## src/rtl/fcsd_pkg.sv

```systemverilog
// Front-coded string decoder: shared commands, error codes, state and result types.
// No dependencies; imported by every module of the decoder.
`default_nettype none

package fcsd_pkg;

   localparam logic [1:0] CMD_HEADER = 2'd0;
   localparam logic [1:0] CMD_SUFFIX = 2'd1;
   localparam logic [1:0] CMD_CLEAR  = 2'd2;

   localparam logic [1:0] ERR_NONE       = 2'd0;
   localparam logic [1:0] ERR_PREFIX     = 2'd1;
   localparam logic [1:0] ERR_OVERFLOW   = 2'd2;
   localparam logic [1:0] ERR_UNEXPECTED = 2'd3;

   localparam int LEN_W = 7;

   typedef enum logic [0:0] {
      ST_IDLE   = 1'b0,
      ST_PREFIX = 1'b1
   } fcsd_state_type;

   typedef struct packed {
      logic [7:0] out_byte;
      logic       last;
      logic       empty_res;
      logic [1:0] error;
   } rsp_type;

endpackage

`default_nettype wire

```

## src/rtl/fcsd_store.sv

```systemverilog
// String store: single-port-write, single-port-read synchronous memory.
// Read data is registered and held until the next read; uses fcsd_pkg.
`default_nettype none

module fcsd_store
   import fcsd_pkg::*;
#(
   parameter int MAX_LEN = 64,
   parameter int ADDR_W  = 6
) (
   input  wire logic              clock,
   input  wire logic              wr_en,
   input  wire logic [ADDR_W-1:0] wr_addr,
   input  wire logic [7:0]        wr_data,
   input  wire logic              rd_en,
   input  wire logic [ADDR_W-1:0] rd_addr,
   output      logic [7:0]        rd_data
);

   logic [7:0] mem [MAX_LEN];
   logic [7:0] rd_data_ff;

   always_ff @(posedge clock) begin
      if (wr_en) begin
         mem[wr_addr] <= wr_data;
      end
   end

   always_ff @(posedge clock) begin
      if (rd_en) begin
         rd_data_ff <= mem[rd_addr];
      end
   end

   assign rd_data = rd_data_ff;

endmodule

`default_nettype wire

```

## src/rtl/fcsd_rsp_buf.sv

```systemverilog
// Two-entry result buffer between the decoder and the rsp_ channel.
// Holds result beats while the consumer stalls; uses fcsd_pkg.
`default_nettype none

module fcsd_rsp_buf
   import fcsd_pkg::*;
(
   input  wire logic    clock,
   input  wire logic    reset,
   input  wire logic    push,
   input  wire rsp_type push_data,
   output      logic    room,
   output      logic    rsp_valid,
   input  wire logic    rsp_ready,
   output      rsp_type rsp_data
);

   rsp_type    entry_ff [2];
   logic       head_ff, head_in;
   logic       tail_ff, tail_in;
   logic [1:0] count_ff, count_in;
   logic       pop;

   assign rsp_valid = (count_ff != 2'd0);
   assign rsp_data  = entry_ff[head_ff];
   assign room      = (count_ff != 2'd2);
   assign pop       = rsp_valid && rsp_ready;

   always_comb begin
      head_in  = pop  ? ~head_ff : head_ff;
      tail_in  = push ? ~tail_ff : tail_ff;
      count_in = count_ff;
      if (push && !pop) begin
         count_in = count_ff + 2'd1;
      end else if (pop && !push) begin
         count_in = count_ff - 2'd1;
      end
   end

   always_ff @(posedge clock) begin
      if (reset) begin
         head_ff  <= 1'b0;
         tail_ff  <= 1'b0;
         count_ff <= 2'd0;
      end else begin
         head_ff  <= head_in;
         tail_ff  <= tail_in;
         count_ff <= count_in;
      end
   end

   always_ff @(posedge clock) begin
      if (push) begin
         entry_ff[tail_ff] <= push_data;
      end
   end

endmodule

`default_nettype wire

```

## src/rtl/front_coded_string_decoder_core.sv

```systemverilog
// Front-coded string decoder top level: control, string store and result buffer.
// Depends on fcsd_pkg, fcsd_store and fcsd_rsp_buf.
//
// Each string arrives as a header beat (prefix and suffix length) and then its
// suffix bytes, one beat each. A good header with a nonzero prefix length P
// reads the P shared bytes back from the string store, one per cycle while the
// result buffer has room. The last read then passes through the store's read
// register into the result buffer before the next beat is taken. A two-entry
// result buffer lets input continue while the rsp_ side stalls, until it fills.
// No clearing pass is needed after reset.
`default_nettype none

module front_coded_string_decoder_core
   import fcsd_pkg::*;
#(
   parameter int MAX_LEN = 64
) (
   input  wire logic       clock,
   input  wire logic       reset,
   input  wire logic       req_valid,
   output      logic       req_ready,
   input  wire logic [1:0] req_command,
   input  wire logic [6:0] req_prefix_len,
   input  wire logic [6:0] req_suffix_len,
   input  wire logic [7:0] req_data_byte,
   output      logic       rsp_valid,
   input  wire logic       rsp_ready,
   output      logic [7:0] rsp_out_byte,
   output      logic       rsp_last,
   output      logic       rsp_empty_res,
   output      logic [1:0] rsp_error
);

   localparam int ADDR_W = (MAX_LEN > 1) ? $clog2(MAX_LEN) : 1;
   localparam logic [LEN_W:0]   MAX_SUM = (LEN_W + 1)'(MAX_LEN);
   localparam logic [LEN_W-1:0] MAX_POS = LEN_W'(MAX_LEN);

   fcsd_state_type   state_ff, state_in;
   logic [LEN_W-1:0] prior_len_ff, prior_len_in;
   logic [LEN_W-1:0] wr_pos_ff, wr_pos_in;
   logic [LEN_W-1:0] sfx_rem_ff, sfx_rem_in;
   logic             drop_ff, drop_in;
   logic [LEN_W-1:0] idx_ff, idx_in;
   logic [LEN_W-1:0] plen_ff, plen_in;
   logic             fin_ff, fin_in;
   logic             pend_ff, pend_in;
   logic             pend_last_ff, pend_last_in;

   logic             accept;
   logic             abort;
   logic             room;
   logic             push;
   rsp_type          push_data;
   rsp_type          rsp_data;
   logic             wr_en;
   logic             rd_en;
   logic [7:0]       rd_data;
   logic [LEN_W:0]   len_sum;
   logic [LEN_W-1:0] idx_next;

   assign req_ready = (state_ff == ST_IDLE) && !pend_ff && room;
   assign accept    = req_valid && req_ready;
   assign len_sum   = {1'b0, req_prefix_len} + {1'b0, req_suffix_len};
   assign idx_next  = idx_ff + LEN_W'(1);

   always_comb begin
      state_in     = state_ff;
      prior_len_in = prior_len_ff;
      wr_pos_in    = wr_pos_ff;
      sfx_rem_in   = sfx_rem_ff;
      drop_in      = drop_ff;
      idx_in       = idx_ff;
      plen_in      = plen_ff;
      fin_in       = fin_ff;
      pend_in      = pend_ff;
      pend_last_in = pend_last_ff;
      abort        = 1'b0;
      push         = 1'b0;
      push_data    = '0;
      wr_en        = 1'b0;
      rd_en        = 1'b0;

      // drain the pending store read into the result buffer
      if (pend_ff && room) begin
         push      = 1'b1;
         push_data = '{out_byte: rd_data, last: pend_last_ff, empty_res: 1'b0,
                       error: ERR_NONE};
         pend_in   = 1'b0;
      end

      case (state_ff)
         ST_IDLE: begin
            if (accept) begin
               if (req_command == CMD_SUFFIX) begin
                  if (sfx_rem_ff == '0) begin
                     abort = 1'b1;
                  end else begin
                     sfx_rem_in = sfx_rem_ff - LEN_W'(1);
                     if (drop_ff) begin
                        if (sfx_rem_ff == LEN_W'(1)) begin
                           drop_in = 1'b0;
                        end
                     end else begin
                        wr_en     = (wr_pos_ff < MAX_POS);
                        wr_pos_in = wr_pos_ff + LEN_W'(1);
                        push      = 1'b1;
                        push_data = '{out_byte: req_data_byte,
                                      last: (sfx_rem_ff == LEN_W'(1)),
                                      empty_res: 1'b0, error: ERR_NONE};
                        if (sfx_rem_ff == LEN_W'(1)) begin
                           prior_len_in = wr_pos_ff + LEN_W'(1);
                        end
                     end
                  end
               end else if (req_command != CMD_HEADER && req_command != CMD_CLEAR) begin
                  abort = 1'b1;
               end else if (sfx_rem_ff != '0) begin
                  abort = 1'b1;
               end else if (req_command == CMD_CLEAR) begin
                  prior_len_in = '0;
                  wr_pos_in    = '0;
               end else if (len_sum > MAX_SUM) begin
                  push       = 1'b1;
                  push_data  = '{out_byte: 8'd0, last: 1'b1, empty_res: 1'b0,
                                 error: ERR_OVERFLOW};
                  sfx_rem_in = req_suffix_len;
                  drop_in    = (req_suffix_len != '0);
               end else if (req_prefix_len > prior_len_ff) begin
                  push       = 1'b1;
                  push_data  = '{out_byte: 8'd0, last: 1'b1, empty_res: 1'b0,
                                 error: ERR_PREFIX};
                  sfx_rem_in = req_suffix_len;
                  drop_in    = (req_suffix_len != '0);
               end else if (req_prefix_len == '0 && req_suffix_len == '0) begin
                  prior_len_in = '0;
                  wr_pos_in    = '0;
                  push         = 1'b1;
                  push_data    = '{out_byte: 8'd0, last: 1'b1, empty_res: 1'b1,
                                   error: ERR_NONE};
               end else begin
                  wr_pos_in    = req_prefix_len;
                  prior_len_in = req_prefix_len;
                  sfx_rem_in   = req_suffix_len;
                  drop_in      = 1'b0;
                  if (req_prefix_len != '0) begin
                     state_in = ST_PREFIX;
                     idx_in   = '0;
                     plen_in  = req_prefix_len;
                     fin_in   = (req_suffix_len == '0);
                  end
               end
            end
         end
         ST_PREFIX: begin
            // advance one store read whenever the read register is free
            if (!pend_ff || room) begin
               rd_en        = 1'b1;
               pend_in      = 1'b1;
               pend_last_in = fin_ff && (idx_next == plen_ff);
               idx_in       = idx_next;
               if (idx_next == plen_ff) begin
                  state_in = ST_IDLE;
               end
            end
         end
         default: begin
            state_in = ST_IDLE;
         end
      endcase

      // drop the pending string and empty the previous one
      if (abort) begin
         sfx_rem_in   = '0;
         drop_in      = 1'b0;
         prior_len_in = '0;
         wr_pos_in    = '0;
         push         = 1'b1;
         push_data    = '{out_byte: 8'd0, last: 1'b1, empty_res: 1'b0,
                          error: ERR_UNEXPECTED};
      end
   end

   always_ff @(posedge clock) begin
      if (reset) begin
         state_ff     <= ST_IDLE;
         prior_len_ff <= '0;
         wr_pos_ff    <= '0;
         sfx_rem_ff   <= '0;
         drop_ff      <= 1'b0;
         pend_ff      <= 1'b0;
      end else begin
         state_ff     <= state_in;
         prior_len_ff <= prior_len_in;
         wr_pos_ff    <= wr_pos_in;
         sfx_rem_ff   <= sfx_rem_in;
         drop_ff      <= drop_in;
         pend_ff      <= pend_in;
      end
   end

   always_ff @(posedge clock) begin
      idx_ff       <= idx_in;
      plen_ff      <= plen_in;
      fin_ff       <= fin_in;
      pend_last_ff <= pend_last_in;
   end

   fcsd_store #(
      .MAX_LEN (MAX_LEN),
      .ADDR_W  (ADDR_W)
   ) u_store (
      .clock   (clock),
      .wr_en   (wr_en),
      .wr_addr (wr_pos_ff[ADDR_W-1:0]),
      .wr_data (req_data_byte),
      .rd_en   (rd_en),
      .rd_addr (idx_ff[ADDR_W-1:0]),
      .rd_data (rd_data)
   );

   fcsd_rsp_buf u_rsp_buf (
      .clock     (clock),
      .reset     (reset),
      .push      (push),
      .push_data (push_data),
      .room      (room),
      .rsp_valid (rsp_valid),
      .rsp_ready (rsp_ready),
      .rsp_data  (rsp_data)
   );

   assign rsp_out_byte  = rsp_data.out_byte;
   assign rsp_last      = rsp_data.last;
   assign rsp_empty_res = rsp_data.empty_res;
   assign rsp_error     = rsp_data.error;

endmodule

`default_nettype wire
```

## config.mk

```make
export PLATFORM = sky130hd
export DESIGN_NAME = front_coded_string_decoder_core
export DESIGN_NICKNAME = d
export VERILOG_FILES = /design/src/rtl/fcsd_pkg.sv /design/src/rtl/fcsd_store.sv /design/src/rtl/fcsd_rsp_buf.sv /design/src/rtl/front_coded_string_decoder_core.sv
export SDC_FILE = /design/constraint.sdc
export NUM_CORES = 1
export LEC_CHECK = 0
export BUFFER_PORTS_ARGS = -buffer_cell sky130_fd_sc_hd__buf_2
export CORE_MARGIN = 2
export CORE_UTILIZATION = 55
export DETAILED_ROUTE_END_ITERATION = 6
export PLACE_DENSITY = 0.74
export SYNTH_ARGS = -nofsm -noshare
export SYNTH_HDL_FRONTEND = slang
export SYNTH_SLANG_ARGS = --single-unit
```

## constraint.sdc

```tcl
create_clock -name clock -period 4.05 [get_ports clock]
set_input_delay 1.215 -clock clock [delete_from_list [all_inputs] [get_ports clock]]
set_output_delay 1.215 -clock clock [all_outputs]
set_load 0.02 [all_outputs]
```

---- Word level (Yosys, flattened, before mapping) ----
Memories as Yosys holds them, arrays and structs flattened. A register that Yosys moved wholly into a read port is not among the register bits.
Index checks and enable logic that the tools add are counted.
storage, ports and cells
  register bits after elaboration ......... 44
  bits in writable memories ............... 536
  output and inout bits ................... 14
  memories kept ........................... 2
cells by class
  $add $sub $neg .......................... 6
  order comparisons ....................... 3
  equality and inequality tests ........... 25
  mux-type cells .......................... 104
  bitwise operators ....................... 10
  reductions and logical operators ........ 30
memory list
  memory              words  width  rd ports  clocked after memory_dff  wr ports  RTL line            RTL
  u_store.mem         64     8      1         1                         1         fcsd_store.sv:20    logic [7:0] mem [MAX_LEN];
  u_rsp_buf.entry_ff  2      12     1         1                         1         fcsd_rsp_buf.sv:18  rsp_type entry_ff [2];
operators with widths
  kind                   number
  $mux W7                31
  $mux W12               13
  $mux W1                56
  $ne A2 B2 Y1 const B   15
  $logic_not A7 Y1       3
  $reduce_bool A7 Y1     3
  $reduce_and A10 Y1     2
  $add A7 B1 Y7 const B  2
  $pmux W7 S2            1
  $logic_and A1 B1 Y1    10
  $not A1 Y1             10
  $reduce_and A9 Y1      1
  $add A7 B7 Y8          1
  $gt A8 B7 Y1 const B   1
  $reduce_and A8 Y1      1
  $eq A7 B1 Y1 const B   1
  $eq A7 B7 Y1           1
  $gt A7 B7 Y1           1
  $lt A7 B7 Y1 const B   1
  $reduce_and A7 Y1      1
  $sub A7 B1 Y7 const B  1
  $ne A2 B1 Y1 const B   3
  $ne A3 B3 Y1 const B   2
  $reduce_bool A2 Y1     3
  other kinds (11)       14

---- Longest topological paths before layout ----
  word-level depth ........................ 17
  depth in mapped cells ................... 15

---- By module ----
From an unflattened synthesis, not the netlist that was laid out.
second synthesis, totals
  cell total of the unflattened synthesis .. 1361
  area, all modules ....................... 24283.3 µm²
by module, submodules not included
  module                           instances  cells an instance  area each (µm²)
  fcsd_store                       1          972                20270.7
  front_coded_string_decoder_core  1          330                2942.8
  fcsd_rsp_buf                     1          59                 1069.8

---- Least setup slack after synthesis ----
No wires, ideal clock.
  path kind ............................... input -> register
  start ................................... input port req_prefix_len[0]
  end ..................................... memory u_rsp_buf.entry_ff[0][0] in the netlist's numbering, enable pin
  library setup time ...................... 385 ps
  arrival ................................. 3894 ps
  required time ........................... 3665 ps
  slack ................................... -229 ps
  cell stages on the path ................. 11
  buffers on the path ..................... 0
  path through ............................ ha_1 > inv_1 > fa_1 > nand2b_1 > a211oi_2 > a211o_1 > a211oi_2 > o311a_2 > a21oi_1 > nor2_1 > a21oi_1
between the ends
  longest elaborated chain between the ends .. 14
ends and longest elaborated chain
  item                                                   RTL line                                RTL
  start: declaration                                     front_coded_string_decoder_core.sv:23   input wire logic [6:0] req_prefix_len,
  branches (longest 4 deep; another with $add A7 B7 Y8)  n/a
  $mux W1 *                                              front_coded_string_decoder_core.sv:122  end else if (len_sum > MAX_SUM) begin
  $mux W1 *                                              front_coded_string_decoder_core.sv:119  end else if (req_command == CMD_CLEAR) begin
  $mux W1 *                                              front_coded_string_decoder_core.sv:117  end else if (sfx_rem_ff != '0) begin
  $mux W1 *                                              front_coded_string_decoder_core.sv:115  end else if (req_command != CMD_HEADER && req_command != CMD_CLEAR) begin
  $mux W1 *                                              front_coded_string_decoder_core.sv:94   if (req_command == CMD_SUFFIX) begin
  $mux W1 *                                              front_coded_string_decoder_core.sv:93   if (accept) begin
  $mux W1 *                                              front_coded_string_decoder_core.sv:91   case (state_ff)
  $mux W1 *                                              front_coded_string_decoder_core.sv:172  if (abort) begin
  $mux W1 *                                              fcsd_rsp_buf.sv:53                      if (push) begin
  $mux W1 (not written as such) *                        fcsd_rsp_buf.sv:54                      entry_ff[tail_ff] <= push_data;
  end: declaration                                       fcsd_rsp_buf.sv:18
Mark *: on every way between the ends.

---- Worst setup path after layout ----
  start ................................... input port req_prefix_len[0]
  end ..................................... memory u_rsp_buf.entry_ff[1][1] in the netlist's numbering, enable pin
The elaborated chain is that of the path after synthesis.

==> results.yml <==
sta:
  slew_viol_final: 0
  final.setup_skew_ns: 0.0182
  rsz_0062_raised_after_global_routing: "no"
  setup_viol_count_final: 0
  hold-worst-slack_ns: 0.453
  final_period_minus_worst_setup_slack_ns: 3.62
  tightest_pin_transition_ns: 1.28
  maxSlewHeadroom: 0.149
  layout_setup_ws_ns: 0.427
  final-hold-violation-count: 0
  highest_clock_rate_mhz: 276
  min_period_over_period: 0.895
pwr:
  vdd_drop_max_uv: 393
  power_per_cell_area_nw_per_um2: 477
  cellLeakagePower_nw: 8.97
grt:
  via_count_of_the_first_global_routing_pass: 12500
  global_route.usage.total: 0.240
  grt_antenna_before_repair: 0
  wire_length_of_the_first_global_routing_pass_mm: 78.4
  grt-ovfl-total: 0
  grt_max_degree: 66
drt:
  drt_first_pass_iters: 7
  residual_antenna_violating_net_count_after_detailed_routing: 0
  avgViaCountPerCell: 6.14
  post-route-drc-count: 0
  via_count: 12300
  detail_route.wl_per_cell_um: 26.1
  drtIter0Drc: 1331
  postRouteWirelength_mm: 52.4
synth:
  yosysUniqueCellTypes: 67
  dominantRegCellSynth: "edfxtp_1"
  syn_nets: 1278
  synth_cells: 1223
  number_of_enable_type_register_cells_in_the_synthesized_netlist: 560
  syn-mean-instance-area_um2: 19.6
  synthesis.yosys.warnings: 0
  synth.ff_latch_count: 589
  synth-seq-area-share: 0.725
  syn-cell-area_um2: 24000
  async_reset_ff_frac: 0
critical_path:
  r2r.worst_path.cells: 4
  reg2reg_setup_slack_ns: 0.96
  critPathRequiredTime_ns: 4.30
  critical_path.top_delay_family: "compound AO/OA/AOI/OAI gates"
  max_stage_delay_ns: 0.55
  timing.critical_path.arrival_ns: 3.88
  timing.critical_path.buf_inv: 3
  critical-path-slowest-cell: "o41a_1"
  path_max_fanout: 13
  startpoint_type: "input port"
  worstSetupPathType: "input port to register"
  worst_r2r_startpoint: "idx_ff[1]$_SDFFCE_PN0P_"
  path_cells: "buf_2 > ha_1 > inv_1 > fa_1 > nand2b_4 > a211oi_4 > a211o_1 > a211oi_2 > o311a_2 > a21oi_1 > buf_4 > o41a_1"
  regToRegEndpoint: "u_store.rd_data[3]$_DFFE_PP_"
  critical_path.endpoint_type: "register"
place:
  place.port_buffers: 41
  preCtsSetupSlack_ns: -0.200
  place_congestion: 0.861
  detailed_place_hpwl_mm: 33.1
finish:
  antenna_cells_inserted: 0
  final_layout_size_suffix_gt1_frac: 0.307
  finish.net_count: 1431
  layout_area_overhead_pct: 14.3
clock_network:
  tritoncts.num_buffers: 58
  clkLatencyLatePin_ns: 0.63
  clock_tree.buffer_depth: 3
  clock-root-buffer: "clkbuf_16"
  clk_pin_slew_ns: 0.06
  number_of_gates_given_a_new_drive_strength_after_cts: 0
  postCtsSetupRepairBufs: 0
  clock_tree_from_tritoncts: "yes"
  cts_sinks: 589
  cts.hold.buffers_added: 0
  htreeDepth: 2
min_path:
  timing.hold.worst_endpoint: "prior_len_ff[0]$_SDFFE_PP0P_"
  min-delay-start: "prior_len_ff[0]$_SDFFE_PP0P_"
  timing.hold.worst_path_depth: 2
  worst_hold_path_type: "register to register"
floorplan:
  die_width_um: 213
  start_util: 0.557
  die_area_um2: 45300
  floorplan.core_area_um2: 43100
  die_y_extent_um: 213
  row_count: 76
  floorplan.io_pins: 42
run_status:
  run_status: "completed"
run:
  max-cap-violations: 0
-- Yosys cell counts, types with 4 or more instances --
library cell,n,share of area
or3_1,9,0.0023
buf_2,8,0.0017
buf_6,4,0.0019
and2_1,4,0.0010
dfxtp_1,29,0.024
nor2b_1,10,0.0026
buf_1,10,0.0016
nand3_1,18,0.0038
nand2_1,33,0.0052
a22o_1,8,0.0029
a21oi_1,25,0.0052
nor2_1,101,0.016
nand2b_1,5,0.0013
ha_1,26,0.014
inv_1,23,0.0036
xnor2_1,8,0.0029
nand4_1,5,0.0013
o21ai_0,10,0.0021
nor3_1,9,0.0019
edfxtp_1,560,0.70
nor3b_1,4,0.0013
clkbuf_1,36,0.0056
mux4_2,168,0.16
or2_2,7,0.0018
xor2_1,13,0.0047
buf_4,6,0.0019
nand3b_1,5,0.0016
a211oi_1,6,0.0019
mux2_2,12,0.0056
o21ai_1,4,0.00083
-- logic make-up after synthesis --
logic type               after synthesis  share of synthesized area
flip-flops                           589                      0.725
AND/OR/NAND/NOR                      229                     0.0463
multiplexers                         182                      0.164
buffers and inverters                 88                     0.0164
AO/OA/AOI/OAI                         87                     0.0258
adder cells (fa/ha/maj)               27                     0.0144
XOR/XNOR                              21                    0.00767
-- layout make-up --
type	instances	area, µm²
clock buffer	72	1500
clock inverter	37	345
fill	2903	15700
inverter	24	90.1
multi-input combinational	546	6220
sequential	589	17400
tap	585	732
timing repair buffer	157	1140
-- metrics by stage --
stage / std cells / setup TNS (ns) / util / cell area, µm² / power, mW
floorplan: 1223 / 0 / - / 24000 / 7.56
global placement: 1901 / -1.15 / 0.594 / 25600 / 7.92
detailed placement: 1901 / -2.63 / 0.594 / 25600 / 7.96
CTS: 2010 / 0 / 0.637 / 27400 / 13.1
global route: 2010 / 0 / 0.637 / 27400 / 13.5
finish: 2010 / 0 / 0.637 / 27400 / 13.1
-- registers in the layout, summed over array words and instances, names as in the netlist, 7 cells and up, named ones only --
register            cells
u_store.mem           512
u_rsp_buf.entry_ff     24
u_store.rd_data         8
idx_ff                  7
plen_ff                 7
prior_len_ff            7
sfx_rem_ff              7
wr_pos_ff               7
-- metal layers --
layer  global-route usage  part of all wire  up-vias
li1                     -                 -     5301
met1                0.349              0.41     6403
met2                0.377              0.48      546
met3               0.0377             0.076       98
met4               0.0801             0.030        0
met5                    0                 0        -
-- worst register-to-register path, cell delays in order, from the launching register on --
cell	delay, ns
edfxtp_1	0.91
buf_4	0.45
mux4_2	0.42
mux4_2	0.54
mux4_2	0.51
-- cells in the final DEF, fill, tap and decap left out, drive strengths merged, types with 3 or more instances in the layout --
cell type  synthesis  routed
edfxtp           560     560
mux4             168     168
buf               28     157
nor2             101     101
clkbuf            36      72
nand2             33      33
clkinv             1      30
dfxtp             29      29
ha                26      26
a21oi             25      25
inv               23      25
nand3             18      18
o21ai             14      14
xor2              13      13
mux2              12      12
nor2b             10      10
nor3              10      10
or3                9       9
or2                9       9
a211oi             9       9
xnor2              8       8
a22o               8       8
nand4              5       5
nand3b             5       5
bufinv             0       5
nand2b             5       5
nor3b              4       4
and2               4       4
nor4               4       4
or4                3       3
and3               3       3
a21o               3       3
o31ai              3       3
o32ai              3       3
-- worst max-delay path by stage --
stage                            startpoint                             endpoint  cells past startpoint
after floorplan           req_prefix_len[0]   u_rsp_buf.count_ff[1]$_SDFFE_PP0P_                     14
after global placement    req_prefix_len[0]  u_rsp_buf.entry_ff[1][11]$_DFFE_PP_                     12
after detailed placement  req_prefix_len[0]  u_rsp_buf.entry_ff[1][10]$_DFFE_PP_                     12
after CTS                 req_prefix_len[0]   u_rsp_buf.entry_ff[1][0]$_DFFE_PP_                     12
after global routing      req_prefix_len[0]   u_rsp_buf.count_ff[1]$_SDFFE_PP0P_                     16
final                     req_prefix_len[0]   u_rsp_buf.entry_ff[1][1]$_DFFE_PP_                     12
-- power breakdown --
| part | switching, mW | leakage (nW) | internal [mW] |
|---|---|---|---|
| sequential | 0.0772 | 5.29 | 6.79 |
| combinational | 0.603 | 2.78 | 0.371 |
| clock | 2.27 | 0.909 | 2.96 |
| total | 2.95 | 8.97 | 10.1 |
(Power assumes the default switching activity.)
